**config.mk**
```make
export PLATFORM = sky130hd
export DESIGN_NAME = two_band_crossover_filter_flat
export DESIGN_NICKNAME = d
export VERILOG_FILES = /design/src/hdl/tbcf_pkg.sv /design/src/hdl/tbcf_if.sv /design/src/hdl/two_band_crossover_filter.sv /design/src/hdl/tbcf_cfg.sv /design/src/hdl/tbcf_ctrl.sv /design/src/hdl/tbcf_dp.sv /design/src/flat_wrapper.sv
export SDC_FILE = /design/constraint.sdc
export NUM_CORES = 2
export LEC_CHECK = 0
export ABC_AREA = 1
export BUFFER_PORTS_ARGS = -buffer_cell sky130_fd_sc_hd__buf_2
export CORE_ASPECT_RATIO = 0.75
export CORE_MARGIN = 5
export CORE_UTILIZATION = 30
export DETAILED_ROUTE_END_ITERATION = 8
export GPL_TIMING_DRIVEN = 0
export HOLD_SLACK_MARGIN = 0.03
export PLACE_DENSITY_LB_ADDON = 0.25
export REMOVE_ABC_BUFFERS = 1
export SYNTH_ARGS = -nofsm -noshare
export SYNTH_HDL_FRONTEND = slang
export SYNTH_SLANG_ARGS = --single-unit
```
**constraint.sdc**
```tcl
create_clock -name clk -period 11.8 [get_ports clk]
set_input_delay 0 -clock clk [delete_from_list [all_inputs] [get_ports clk]]
set_output_delay 0 -clock clk [all_outputs]
set_load 0.02 [all_outputs]
```
**src/hdl/tbcf_pkg.sv**
```systemverilog
`timescale 1ns / 1ps
`default_nettype none

package tbcf_pkg;

	// default widths of samples and coefficients
	localparam int SAMPLE_WIDTH_DEF = 24;
	localparam int COEFF_WIDTH_DEF  = 24;

	// section state width, fixed
	localparam int STATE_W = 32;

	// configuration register file
	localparam int NUM_COEF  = 6;
	localparam int CFG_IDX_W = 3;

	typedef enum logic [CFG_IDX_W-1:0] {
		CFG_LOW_G0  = 3'd0,
		CFG_LOW_G1  = 3'd1,
		CFG_HIGH_G0 = 3'd2,
		CFG_HIGH_G1 = 3'd3,
		CFG_FB1     = 3'd4,
		CFG_FB2     = 3'd5
	} cfg_idx_t;

	// one multiply-accumulate operation per cycle on the shared multiplier, unless the sequencer holds for output room
	typedef enum logic [3:0] {
		OP_NOP,
		OP_LA0,
		OP_HA0,
		OP_LA1,
		OP_LB1,
		OP_LB2,
		OP_HA1,
		OP_HB1,
		OP_HB2
	} op_t;

	typedef enum logic [3:0] {
		ST_IDLE,
		ST_LA0,
		ST_HA0,
		ST_LA1,
		ST_LB1,
		ST_LB2,
		ST_HA1,
		ST_HB1,
		ST_HB2
	} state_t;

	typedef struct packed {
		op_t  op;
		logic load_x;
		logic load_out;
	} cmd_t;

	typedef struct packed {
		logic out_blocked;
	} status_t;

endpackage

`default_nettype wire

```
**src/hdl/tbcf_if.sv**
```systemverilog
`timescale 1ns / 1ps
`default_nettype none

interface tbcf_sample_if #(
	parameter int SW = tbcf_pkg::SAMPLE_WIDTH_DEF
);
	logic                 valid;
	logic                 ready;
	logic signed [SW-1:0] sample;

	modport source (output valid, output sample, input ready);
	modport sink   (input valid, input sample, output ready);
endinterface

interface tbcf_band_if #(
	parameter int SW = tbcf_pkg::SAMPLE_WIDTH_DEF
);
	logic                 valid;
	logic                 ready;
	logic signed [SW-1:0] low_band;
	logic signed [SW-1:0] high_band;
	logic signed [SW-1:0] mix;

	modport source (output valid, output low_band, output high_band, output mix, input ready);
	modport sink   (input valid, input low_band, input high_band, input mix, output ready);
endinterface

interface tbcf_cfg_if #(
	parameter int DW = tbcf_pkg::COEFF_WIDTH_DEF
);
	logic                             valid;
	logic                             ready;
	logic [tbcf_pkg::CFG_IDX_W-1:0]   index;
	logic [DW-1:0]                    data;

	modport source (output valid, output index, output data, input ready);
	modport sink   (input valid, input index, input data, output ready);
endinterface

`default_nettype wire

```
**src/hdl/two_band_crossover_filter.sv**
```systemverilog
`timescale 1ns / 1ps
`default_nettype none

// two-band crossover: a lowpass and a highpass second-order section (transposed
// direct form II) fed by the same sample, sharing feedback coefficients b1, b2
//
// channels
//   samples : valid/ready stream of signed q1.23 input samples
//   bands   : valid/ready stream of low_band, high_band and mix (low minus high)
//   cfg     : register writes (index, data); always ready, write only while idle
//
// schedule
//   eight products per sample go through one shared multiplier, one per cycle
//   while the output register has room; a new sample is taken in the last
//   multiply step, so samples can follow back to back
//   the result is loaded into the output register in the LB2 step
//
// reset: coefficients and section states clear to zero, output empty
// stall: the result waits in an output register; the block only halts when a
// second result is ready while the first has not been taken

module two_band_crossover_filter #(
	parameter int SAMPLE_WIDTH = tbcf_pkg::SAMPLE_WIDTH_DEF,
	parameter int COEFF_WIDTH  = tbcf_pkg::COEFF_WIDTH_DEF
) (
	input  wire logic    clk,
	input  wire logic    arst_n,
	tbcf_sample_if.sink  samples,
	tbcf_band_if.source  bands,
	tbcf_cfg_if.sink     cfg
);

	// coefficient register file
	logic [tbcf_pkg::NUM_COEF-1:0][COEFF_WIDTH-1:0] coefs;

	// controller to datapath
	tbcf_pkg::cmd_t    cmd;
	tbcf_pkg::status_t status;

	tbcf_cfg #(
		.COEFF_WIDTH(COEFF_WIDTH)
	) u_cfg (
		.clk   (clk),
		.arst_n(arst_n),
		.cfg   (cfg),
		.coefs (coefs)
	);

	// sequencer: walks the eight multiply steps, holds before the output load
	tbcf_ctrl u_ctrl (
		.clk     (clk),
		.arst_n  (arst_n),
		.in_valid(samples.valid),
		.status  (status),
		.in_ready(samples.ready),
		.cmd     (cmd)
	);

	// shared multiplier, rounding, accumulation, state and output registers
	tbcf_dp #(
		.SAMPLE_WIDTH(SAMPLE_WIDTH),
		.COEFF_WIDTH (COEFF_WIDTH)
	) u_dp (
		.clk      (clk),
		.arst_n   (arst_n),
		.cmd      (cmd),
		.sample   (samples.sample),
		.coefs    (coefs),
		.out_ready(bands.ready),
		.status   (status),
		.out_valid(bands.valid),
		.low_band (bands.low_band),
		.high_band(bands.high_band),
		.mix      (bands.mix)
	);

endmodule

`default_nettype wire

```
**src/hdl/tbcf_cfg.sv**
```systemverilog
`timescale 1ns / 1ps
`default_nettype none

module tbcf_cfg #(
	parameter int COEFF_WIDTH = tbcf_pkg::COEFF_WIDTH_DEF
) (
	input  wire logic clk,
	input  wire logic arst_n,
	tbcf_cfg_if.sink  cfg,
	output logic [tbcf_pkg::NUM_COEF-1:0][COEFF_WIDTH-1:0] coefs
);

	logic [tbcf_pkg::NUM_COEF-1:0][COEFF_WIDTH-1:0] coefs_q;

	assign cfg.ready = 1'b1;
	assign coefs     = coefs_q;

	always_ff @(posedge clk or negedge arst_n) begin
		if (!arst_n) begin
			coefs_q <= '0;
		end else if (cfg.valid) begin
			case (cfg.index)
				tbcf_pkg::CFG_LOW_G0:  coefs_q[tbcf_pkg::CFG_LOW_G0]  <= cfg.data;
				tbcf_pkg::CFG_LOW_G1:  coefs_q[tbcf_pkg::CFG_LOW_G1]  <= cfg.data;
				tbcf_pkg::CFG_HIGH_G0: coefs_q[tbcf_pkg::CFG_HIGH_G0] <= cfg.data;
				tbcf_pkg::CFG_HIGH_G1: coefs_q[tbcf_pkg::CFG_HIGH_G1] <= cfg.data;
				tbcf_pkg::CFG_FB1:     coefs_q[tbcf_pkg::CFG_FB1]     <= cfg.data;
				tbcf_pkg::CFG_FB2:     coefs_q[tbcf_pkg::CFG_FB2]     <= cfg.data;
				default: ; // unmapped index, write dropped
			endcase
		end
	end

endmodule

`default_nettype wire

```
**src/hdl/tbcf_ctrl.sv**
```systemverilog
`timescale 1ns / 1ps
`default_nettype none

module tbcf_ctrl (
	input  wire logic              clk,
	input  wire logic              arst_n,
	input  wire logic              in_valid,
	input  wire tbcf_pkg::status_t status,
	output logic                   in_ready,
	output tbcf_pkg::cmd_t         cmd
);

	tbcf_pkg::state_t state_q;
	tbcf_pkg::state_t state_d;

	always_ff @(posedge clk or negedge arst_n) begin
		if (!arst_n) begin
			state_q <= tbcf_pkg::ST_IDLE;
		end else begin
			state_q <= state_d;
		end
	end

	always_comb begin
		state_d      = state_q;
		in_ready     = 1'b0;
		cmd.op       = tbcf_pkg::OP_NOP;
		cmd.load_x   = 1'b0;
		cmd.load_out = 1'b0;
		case (state_q)
			tbcf_pkg::ST_IDLE: begin
				in_ready = 1'b1;
				if (in_valid) begin
					cmd.load_x = 1'b1;
					state_d    = tbcf_pkg::ST_LA0;
				end
			end
			tbcf_pkg::ST_LA0: begin
				cmd.op  = tbcf_pkg::OP_LA0;
				state_d = tbcf_pkg::ST_HA0;
			end
			tbcf_pkg::ST_HA0: begin
				cmd.op  = tbcf_pkg::OP_HA0;
				state_d = tbcf_pkg::ST_LA1;
			end
			tbcf_pkg::ST_LA1: begin
				cmd.op  = tbcf_pkg::OP_LA1;
				state_d = tbcf_pkg::ST_LB1;
			end
			tbcf_pkg::ST_LB1: begin
				cmd.op  = tbcf_pkg::OP_LB1;
				state_d = tbcf_pkg::ST_LB2;
			end
			tbcf_pkg::ST_LB2: begin
				// both bands are known here; wait for room in the output register
				if (!status.out_blocked) begin
					cmd.op       = tbcf_pkg::OP_LB2;
					cmd.load_out = 1'b1;
					state_d      = tbcf_pkg::ST_HA1;
				end
			end
			tbcf_pkg::ST_HA1: begin
				cmd.op  = tbcf_pkg::OP_HA1;
				state_d = tbcf_pkg::ST_HB1;
			end
			tbcf_pkg::ST_HB1: begin
				cmd.op  = tbcf_pkg::OP_HB1;
				state_d = tbcf_pkg::ST_HB2;
			end
			tbcf_pkg::ST_HB2: begin
				cmd.op   = tbcf_pkg::OP_HB2;
				in_ready = 1'b1;
				if (in_valid) begin
					cmd.load_x = 1'b1;
					state_d    = tbcf_pkg::ST_LA0;
				end else begin
					state_d = tbcf_pkg::ST_IDLE;
				end
			end
			default: state_d = tbcf_pkg::ST_IDLE;
		endcase
	end

endmodule

`default_nettype wire

```
**src/hdl/tbcf_dp.sv**
```systemverilog
`timescale 1ns / 1ps
`default_nettype none

module tbcf_dp #(
	parameter int SAMPLE_WIDTH = tbcf_pkg::SAMPLE_WIDTH_DEF,
	parameter int COEFF_WIDTH  = tbcf_pkg::COEFF_WIDTH_DEF
) (
	input  wire logic                                          clk,
	input  wire logic                                          arst_n,
	input  wire tbcf_pkg::cmd_t                                cmd,
	input  wire logic signed [SAMPLE_WIDTH-1:0]                sample,
	input  wire logic [tbcf_pkg::NUM_COEF-1:0][COEFF_WIDTH-1:0] coefs,
	input  wire logic                                          out_ready,
	output tbcf_pkg::status_t                                  status,
	output logic                                               out_valid,
	output logic signed [SAMPLE_WIDTH-1:0]                     low_band,
	output logic signed [SAMPLE_WIDTH-1:0]                     high_band,
	output logic signed [SAMPLE_WIDTH-1:0]                     mix
);

	localparam int SW  = SAMPLE_WIDTH;
	localparam int CW  = COEFF_WIDTH;
	localparam int STW = tbcf_pkg::STATE_W;
	localparam int PW  = SW + CW;
	localparam int CS  = CW - 2;
	localparam int RW  = PW + 1 - CS;
	localparam int AW  = ((RW > STW) ? RW : STW) + 2;

	localparam logic [PW:0] HALF = {{(PW - CS + 1){1'b0}}, 1'b1, {(CS - 1){1'b0}}};

	function automatic logic signed [AW-1:0] ext_r(input logic signed [RW-1:0] v);
		return {{(AW - RW){v[RW-1]}}, v};
	endfunction

	function automatic logic signed [AW-1:0] ext_st(input logic signed [STW-1:0] v);
		return {{(AW - STW){v[STW-1]}}, v};
	endfunction

	function automatic logic signed [AW-1:0] ext_s(input logic signed [SW-1:0] v);
		return {{(AW - SW){v[SW-1]}}, v};
	endfunction

	function automatic logic signed [SW-1:0] sat_smp(input logic signed [AW-1:0] v);
		if ((&v[AW-1:SW-1]) || !(|v[AW-1:SW-1])) begin
			return v[SW-1:0];
		end else if (v[AW-1]) begin
			return {1'b1, {(SW - 1){1'b0}}};
		end else begin
			return {1'b0, {(SW - 1){1'b1}}};
		end
	endfunction

	function automatic logic signed [STW-1:0] sat_st(input logic signed [AW-1:0] v);
		if ((&v[AW-1:STW-1]) || !(|v[AW-1:STW-1])) begin
			return v[STW-1:0];
		end else if (v[AW-1]) begin
			return {1'b1, {(STW - 1){1'b0}}};
		end else begin
			return {1'b0, {(STW - 1){1'b1}}};
		end
	endfunction

	logic signed [SW-1:0]  x_q;
	logic signed [CW-1:0]  coef_mux;
	logic signed [SW-1:0]  opnd_mux;
	logic signed [PW-1:0]  prod_s1;
	tbcf_pkg::op_t         op_s1;
	logic signed [PW:0]    psum;
	logic signed [RW-1:0]  rnd;

	logic signed [RW-1:0]  rl0_q;
	logic signed [RW-1:0]  rh0_q;
	logic signed [AW-1:0]  accl_q;
	logic signed [AW-1:0]  acch_q;
	logic signed [SW-1:0]  yl_q;
	logic signed [SW-1:0]  yh_q;
	logic signed [STW-1:0] ld1_q;
	logic signed [STW-1:0] ld2_q;
	logic signed [STW-1:0] hd1_q;
	logic signed [STW-1:0] hd2_q;

	logic                  out_valid_q;
	logic signed [SW-1:0]  low_q;
	logic signed [SW-1:0]  high_q;
	logic signed [SW-1:0]  mix_q;

	always_ff @(posedge clk) begin
		if (cmd.load_x) begin
			x_q <= sample;
		end
	end

	// operand select for the shared multiplier
	always_comb begin
		coef_mux = '0;
		opnd_mux = x_q;
		case (cmd.op)
			tbcf_pkg::OP_LA0: coef_mux = coefs[tbcf_pkg::CFG_LOW_G0];
			tbcf_pkg::OP_HA0: coef_mux = coefs[tbcf_pkg::CFG_HIGH_G0];
			tbcf_pkg::OP_LA1: coef_mux = coefs[tbcf_pkg::CFG_LOW_G1];
			tbcf_pkg::OP_HA1: coef_mux = coefs[tbcf_pkg::CFG_HIGH_G1];
			tbcf_pkg::OP_LB1: begin
				coef_mux = coefs[tbcf_pkg::CFG_FB1];
				opnd_mux = yl_q;
			end
			tbcf_pkg::OP_LB2: begin
				coef_mux = coefs[tbcf_pkg::CFG_FB2];
				opnd_mux = yl_q;
			end
			tbcf_pkg::OP_HB1: begin
				coef_mux = coefs[tbcf_pkg::CFG_FB1];
				opnd_mux = yh_q;
			end
			tbcf_pkg::OP_HB2: begin
				coef_mux = coefs[tbcf_pkg::CFG_FB2];
				opnd_mux = yh_q;
			end
			default: ;
		endcase
	end

	always_ff @(posedge clk) begin
		prod_s1 <= coef_mux * opnd_mux;
	end

	always_ff @(posedge clk or negedge arst_n) begin
		if (!arst_n) begin
			op_s1 <= tbcf_pkg::OP_NOP;
		end else begin
			op_s1 <= cmd.op;
		end
	end

	// round half up to state lsb
	assign psum = $signed({prod_s1[PW-1], prod_s1}) + $signed(HALF);
	assign rnd  = psum[PW:CS];

	// accumulate stage, working on the registered product in the cycle after the multiply
	always_ff @(posedge clk or negedge arst_n) begin
		if (!arst_n) begin
			rl0_q  <= '0;
			rh0_q  <= '0;
			accl_q <= '0;
			acch_q <= '0;
			yl_q   <= '0;
			yh_q   <= '0;
			ld1_q  <= '0;
			ld2_q  <= '0;
			hd1_q  <= '0;
			hd2_q  <= '0;
		end else begin
			case (op_s1)
				tbcf_pkg::OP_LA0: rl0_q <= rnd;
				tbcf_pkg::OP_HA0: begin
					rh0_q <= rnd;
					yl_q  <= sat_smp(ext_r(rl0_q) + ext_st(ld1_q));
				end
				tbcf_pkg::OP_LA1: begin
					accl_q <= ext_r(rnd) + ext_st(ld2_q);
					yh_q   <= sat_smp(ext_r(rh0_q) + ext_st(hd1_q));
				end
				tbcf_pkg::OP_LB1: ld1_q  <= sat_st(accl_q - ext_r(rnd));
				tbcf_pkg::OP_LB2: ld2_q  <= sat_st(ext_r(rl0_q) - ext_r(rnd));
				tbcf_pkg::OP_HA1: acch_q <= ext_r(rnd) + ext_st(hd2_q);
				tbcf_pkg::OP_HB1: hd1_q  <= sat_st(acch_q - ext_r(rnd));
				tbcf_pkg::OP_HB2: hd2_q  <= sat_st(ext_r(rh0_q) - ext_r(rnd));
				default: ;
			endcase
		end
	end

	// output register
	always_ff @(posedge clk or negedge arst_n) begin
		if (!arst_n) begin
			out_valid_q <= 1'b0;
		end else if (cmd.load_out) begin
			out_valid_q <= 1'b1;
		end else if (out_ready) begin
			out_valid_q <= 1'b0;
		end
	end

	always_ff @(posedge clk) begin
		if (cmd.load_out) begin
			low_q  <= yl_q;
			high_q <= yh_q;
			mix_q  <= sat_smp(ext_s(yl_q) - ext_s(yh_q));
		end
	end

	assign status.out_blocked = out_valid_q && !out_ready;
	assign out_valid          = out_valid_q;
	assign low_band           = low_q;
	assign high_band          = high_q;
	assign mix                = mix_q;

endmodule

`default_nettype wire

```
**src/flat_wrapper.sv**
```systemverilog
// flat-port wrapper written by rule: the top's interface ports become plain ports
module two_band_crossover_filter_flat import tbcf_pkg::*;
#(
	parameter int SAMPLE_WIDTH = tbcf_pkg::SAMPLE_WIDTH_DEF,
	parameter int COEFF_WIDTH  = tbcf_pkg::COEFF_WIDTH_DEF
)
  (clk, arst_n, samples_valid, samples_sample, samples_ready, bands_valid, bands_low_band, bands_high_band, bands_mix, bands_ready, cfg_valid, cfg_index, cfg_data, cfg_ready);
  tbcf_sample_if #(.SW((SAMPLE_WIDTH_DEF))) samples_i ();
  tbcf_band_if #(.SW((SAMPLE_WIDTH_DEF))) bands_i ();
  tbcf_cfg_if #(.DW((COEFF_WIDTH_DEF))) cfg_i ();
  input  wire logic clk;
  input  wire logic arst_n;
  input wire logic [$bits(samples_i.valid)-1:0] samples_valid;
  input wire logic [$bits(samples_i.sample)-1:0] samples_sample;
  output wire logic [$bits(samples_i.ready)-1:0] samples_ready;
  output wire logic [$bits(bands_i.valid)-1:0] bands_valid;
  output wire logic [$bits(bands_i.low_band)-1:0] bands_low_band;
  output wire logic [$bits(bands_i.high_band)-1:0] bands_high_band;
  output wire logic [$bits(bands_i.mix)-1:0] bands_mix;
  input wire logic [$bits(bands_i.ready)-1:0] bands_ready;
  input wire logic [$bits(cfg_i.valid)-1:0] cfg_valid;
  input wire logic [$bits(cfg_i.index)-1:0] cfg_index;
  input wire logic [$bits(cfg_i.data)-1:0] cfg_data;
  output wire logic [$bits(cfg_i.ready)-1:0] cfg_ready;
  assign samples_i.valid = samples_valid;
  assign samples_i.sample = samples_sample;
  assign samples_ready = samples_i.ready;
  assign bands_valid = bands_i.valid;
  assign bands_low_band = bands_i.low_band;
  assign bands_high_band = bands_i.high_band;
  assign bands_mix = bands_i.mix;
  assign bands_i.ready = bands_ready;
  assign cfg_i.valid = cfg_valid;
  assign cfg_i.index = cfg_index;
  assign cfg_i.data = cfg_data;
  assign cfg_ready = cfg_i.ready;
  two_band_crossover_filter #(.SAMPLE_WIDTH(SAMPLE_WIDTH), .COEFF_WIDTH(COEFF_WIDTH)) u_core (.clk(clk), .arst_n(arst_n), .samples(samples_i), .bands(bands_i), .cfg(cfg_i));
endmodule
```
# Word-level counts from Yosys, hierarchy flattened
# Cells that the tools add are included.
[totals]
input_bits = 56
output_inout_bits = 75
elab_cells = 140
register_bits = 595
[op_classes]
add_sub_neg = 10
multipliers = 1
n_eq_ne = 31
mux = 29
reduce_logical = 45
[op_table]
columns = ["cell", "n"]
rows = [
  ["two-way mux 32 bit", 8],
  ["two-way mux 24 bit", 6],
  ["one-hot mux 24 bit (6 select lines)", 1],
  ["adder 27 x 32 -> 33 bit", 4],
  ["subtractor 34 x 27 -> 34 bit", 2],
  ["subtractor 27 x 27 -> 28 bit", 2],
  ["adder 48 x 23 -> 49 bit (second input constant)", 1],
  ["equality test 4 x 3 -> 1 bit (second input constant)", 12],
  ["multiplier 24 x 24 -> 48 bit", 1],
  ["one-hot mux 24 bit (2 select lines)", 1],
  ["one-hot mux 4 bit (9 select lines)", 1],
  ["AND reduction 11 bit", 3],
  ["OR reduction 11 bit", 3],
  ["one-hot mux 4 bit (8 select lines)", 1],
  ["subtractor 24 x 24 -> 25 bit", 1],
  ["equality test 4 x 2 -> 1 bit (second input constant)", 6],
  ["AND reduction 2 bit", 7],
  ["equality test 4 x 1 -> 1 bit (second input constant)", 3],
  ["equality test 4 bit (second input constant)", 3],
  ["AND reduction 3 bit", 4],
  ["OR reduction 3 bit", 4],
  ["OR reduction 2 bit", 5],
  ["zero test 1 bit", 8],
  ["two-way mux 1 bit", 8],
  ["other kinds (11)", 21],
]

# Logic depth before layout (Yosys ltp)
[logic_depth]
ltp_word = 8
depth_mapped = 39
mapped_depth_nobuf = 37

# Hierarchy
# Synthesis repeated with hierarchy kept, for this count alone.
[unflattened]
cells_unflattened = 7657
hier_area_um2 = 58995.3
[by_module_without_submodules]
columns = ["module", "cells_each", "area_each_um2", "seq_area_each_um2", "instances"]
rows = [
  ["tbcf_dp", 6982, 53110.9, 10755.3, 1],
  ["tbcf_cfg", 635, 5616.6, 3603.5, 1],
  ["tbcf_ctrl", 40, 267.8, 100.1, 1],
]

# Worst setup path after synthesis
# Ideal clock, no wire load.
[synth_timing]
path_type = "flip-flop to flip-flop"
from = "register u_core.u_ctrl.state_q[1]"
to = "register u_core.u_dp.prod_s1[47]"
synth_period_minus_slack_ns = 7.569
setup_ns = 0.112
path_buffers = 3
arrival_ns = 7.457
setup_slack_ns = 4.231
path_stages_with_launch = 31
required_time_ns = 11.688
cell_sequence = "dfrtp_1 -> inv_2 -> nand2_2 -> a21oi_2 -> buf_2 -> clkbuf_1 -> nand2_1 -> nand4_1 -> buf_2 -> nand2_1 -> inv_1 -> fa_1 -> fa_1 -> inv_1 -> fa_1 -> inv_1 -> fa_1 -> fa_1 -> inv_1 -> fa_1 -> inv_1 -> fa_1 -> ha_1 -> a21oi_1 -> nor3_1 -> a211oi_1 -> o21ai_0 -> a211oi_1 -> nand2_1 -> nand2_1 -> nand2_1"
[synth_between]
elab_chain_cells = 6
elab_cells_between_ends = 24
cone_classes = "mul: 1; eq/ne: 16; mux: 3; reduce/logical: 4"
[synth_rtl]
columns = ["element", "line", "rtl"]
rows = [
  ["start: declaration", "tbcf_ctrl.sv:13", "tbcf_pkg::state_t state_q;"],
  ["start signal: assignment", "tbcf_ctrl.sv:18", "state_q <= tbcf_pkg::ST_IDLE;"],
  ["start signal: assignment", "tbcf_ctrl.sv:20", "state_q <= state_d;"],
  ["equality test 4 bit, or another cell as far along", "tbcf_ctrl.sv:30", "case (state_q)"],
  ["one-hot mux 4 bit (8 select lines) (*)", "tbcf_ctrl.sv:30", ""],
  ["equality test 4 bit / equality test 4 x 3 -> 1 bit (equally long branches)", "tbcf_dp.sv:97", "case (cmd.op)"],
  ["OR reduction 2 bit (no source line)", "-", ""],
  ["one-hot mux 24 bit (6 select lines) / one-hot mux 24 bit (2 select lines) (equally long branches)", "tbcf_dp.sv:97", ""],
  ["multiplier 24 x 24 -> 48 bit (*)", "tbcf_dp.sv:123", "prod_s1 <= coef_mux * opnd_mux;"],
  ["end signal: assignment", "tbcf_dp.sv:123", ""],
  ["end: declaration", "tbcf_dp.sv:66", "logic signed [PW-1:0] prod_s1;"],
]
# Every way passes the cells marked *; elsewhere a longest branch is shown, timed or not.
# A chain may end at the register's enable or synchronous reset.

# Final worst setup path
[layout_timing]
from = "register u_core.u_ctrl.state_q[3]"
to = "register u_core.u_dp.prod_s1[47]"
# Same word-level chain as after synthesis.

==> flow_summary.yaml <==
run_status:
  outcome: "finished with violations"
  violations: "max-capacitance violations"
grt:
  grt_pass1_vias: 49588
  grt_max_degree: 111
  antenna_found_initial: 4
  gr-total-overflow: 0
  grtUsageTotal: 0.207
  grt_pass1_wl_um: 321000
cells_and_area:
  finalNetCount: 8804
  syn_to_final_growth_pct: 12.4
  fin_area_um2: 65800
  fin_util: 0.339
  final_cell_mix: "nand2_1 (2165), inv_1 (1232), fa_1 (615)"
  drive_gt1_frac: 0.0557
  final_common_cell: "nand2_1"
die:
  pin_count: 131
  die_x_um: 520
  fp.dieH_um: 392
  start_util: 0.302
  rows: 140
  die_area_um2: 204000
  core-area_um2: 194000
worst_setup_path:
  cp.required_ns: 12.41
  critical_path.max_stage_delay_ns: 1.30
  reg2regPathDepth: 29
  arrival_ns: 11.83
  path_class: "flop to flop"
  slowest_stage: "a21oi_1"
  critPathLaunchType: "flop"
  crit_path_end_kind: "flop"
  cp_max_fo: 23
synthesis:
  synth_seq_cells: 564
  synthCells: 7611
  synth-async-reset-ratio: 0.782
  synth-edff-count: 96
  synth_area_um2: 58500
  synth-seq-area-share: 0.247
  syn_area_per_cell_um2: 7.69
  synthFlopType: "dfrtp_1"
  synth_cell_types: 57
  yosysWarnings: 0
route:
  drc: 0
  antenna_left: 0
  drt-initial-drc-count: 4441
  vias: 51253
  viasPerCell: 4.95
  routed_wl_um: 213000
  post_drt_wl_per_cell_um: 20.6
  drt_pre_antenna_iters: 6
cts:
  cts_root_buffer: "clkbuf_16"
  htree_levels: 3
  clk_path_buf_depth: 3
  cts.sinks: 564
  worstSkewPairLatency_ns: 0.72
  ctsResizeCount: 0
  path_clk_slew_ns: 0.06
  cts_made_buffers: 69
  cts_setup_buffers: 0
  cts_tree: "done"
sta:
  final_hold_viol_count: 0
  finalSetupTns_ns: 0
  clock_skew_ns: 0.0675
  fmax_ghz: 0.0892
  slew_violations: 0
  period_needed_ns: 11.21
  fin_crit_sh: 0.950
  tightest_slew_ns: 1.49
  setup_viol_count_final: 0
  rsz0062_at_grt: "false"
  slew_headroom: 0.00733
place:
  hpwl_um: 175000
  io_buffers: 129
  gp_congestion: 0.934
  dpl-instance-area_um2: 62600
job:
  maxCapViolations: 1
min_path:
  hold_depth: 2
  worstHoldPathType: "primary input to flop"
flip-flops by register name, summed over array words and instances (netlist names):
| register | count |
|---|---|
| u_core.u_cfg.coefs | 144 |
| u_core.u_dp.acch_q | 33 |
| u_core.u_dp.accl_q | 33 |
| u_core.u_dp.hd1_q | 32 |
| u_core.u_dp.ld1_q | 32 |
| u_core.u_dp.hd2_q | 28 |
| u_core.u_dp.ld2_q | 28 |
| u_core.u_dp.prod_s1 | 27 |
| u_core.u_dp.rh0_q | 27 |
| u_core.u_dp.rl0_q | 27 |
| u_core.u_dp.high_band | 24 |
| u_core.u_dp.low_band | 24 |
| u_core.u_dp.mix | 24 |
| u_core.u_dp.x_q | 24 |
| u_core.u_dp.yh_q | 24 |
| u_core.u_dp.yl_q | 24 |
| u_core.u_ctrl.state_q | 4 |
| u_core.u_dp.op_s1 | 4 |
| u_core.u_dp.out_valid | 1 |
synthesized netlist by cell type, drive strengths merged, types with 27 or more instances:
cell type     n  share of area
a21o         43         0.0055
a21oi       459          0.039
a31oi        35         0.0037
buf          67         0.0059
clkbuf      141         0.0090
dfrtp       441           0.19
dfxtp        27         0.0092
edfxtp       96          0.049
fa          615           0.21
ha          395          0.084
inv        1246          0.080
nand2      2176           0.14
nand3       247          0.022
nand4        48         0.0051
nor2        563          0.037
nor3         68         0.0068
o21ai       465          0.040
o21bai       35         0.0046
or2          62         0.0066
xnor2        70          0.010
xor2        123          0.018
final timing paths:
| path | endpoint | slack [ns] | startpoint |
|---|---|---|---|
| setup / recovery | u_core.u_dp.prod_s1[47] | 0.59 | u_core.u_ctrl.state_q[3] |
| hold / removal | u_core.u_dp.x_q[2] | 0.1 | samples_sample[2] |
| setup reg to reg | u_core.u_dp.prod_s1[47] | 0.59 | u_core.u_ctrl.state_q[3] |
| hold reg to reg | u_core.u_dp.high_band[23] | 0.47 | u_core.u_dp.yh_q[23] |
| max in group asynchronous | u_core.u_cfg.coefs[17] | 9.67 | arst_n |
| min in group asynchronous | u_core.u_dp.yh_q[16] | 0.45 | arst_n |
area by class of cell:
| type | instances | area, µm² |
|---|---|---|
| repair buffers | 264 | 2390 |
| clock inverters | 33 | 425 |
| well taps | 2556 | 3200 |
| flip-flops and latches | 564 | 14500 |
| inverters | 1256 | 4720 |
| clock buffers | 91 | 1950 |
| fillers | 20658 | 128000 |
| diodes | 2 | 5.00 |
| multi-input cells | 5583 | 38600 |
through the flow:
step / cells / hold slack (ns) / worst slack (ns)
final: 10349 / 0.0953 / 0.587
after global routing: 10348 / 0.0656 / 0.118
after CTS: 10347 / 0.0371 / 0.861
after detailed placement: 10142 / -0.0867 / 0.903
after global placement: 10088 / 0.180 / -1.69
after floorplan: 7403 / -0.296 / 3.48
worst max-delay path, delay by kind of cell (launching register included):
kind,cells,cell delay (ns)
adder cells (fa/ha/maj),8,4.21
AND/OR/NAND/NOR,10,2.52
AO/OA/AOI/OAI,4,2.31
flip-flops,1,0.55
buffers and inverters,7,1.48
cell families (layout without fill, tap and decap cells):
kind of cell,Yosys count,in the layout,share of synthesized area
buffers and inverters,1464,1644,0.0955
xor gates and xnor gates,193,193,0.0289
DFF,564,564,0.247
other,1,3,0.0000641
AOI/OAI and AO/OA,1160,1160,0.111
and+or+nand+nor,3219,3219,0.223
adders and majority gates,1010,1010,0.295
timing repair:
action                                  CTS  global route
endpoints found under the setup margin    0             0
endpoints found under the hold margin   314             0
hold buffers                             81             0
layer usage:
| metal | global-route usage | share of wire | up-vias |
|---|---|---|---|
| met5 | 0 | 0 | - |
| met4 | 0.0426 | 0.022 | 0 |
| met3 | 0.0338 | 0.072 | 184 |
| met2 | 0.282 | 0.39 | 1639 |
| met1 | 0.336 | 0.52 | 25222 |
| li1 | - | - | 24208 |
Power is left out: the tool's default activity adds up to more than one toggle a clock period on the data nets, which glitch-free logic cannot reach.
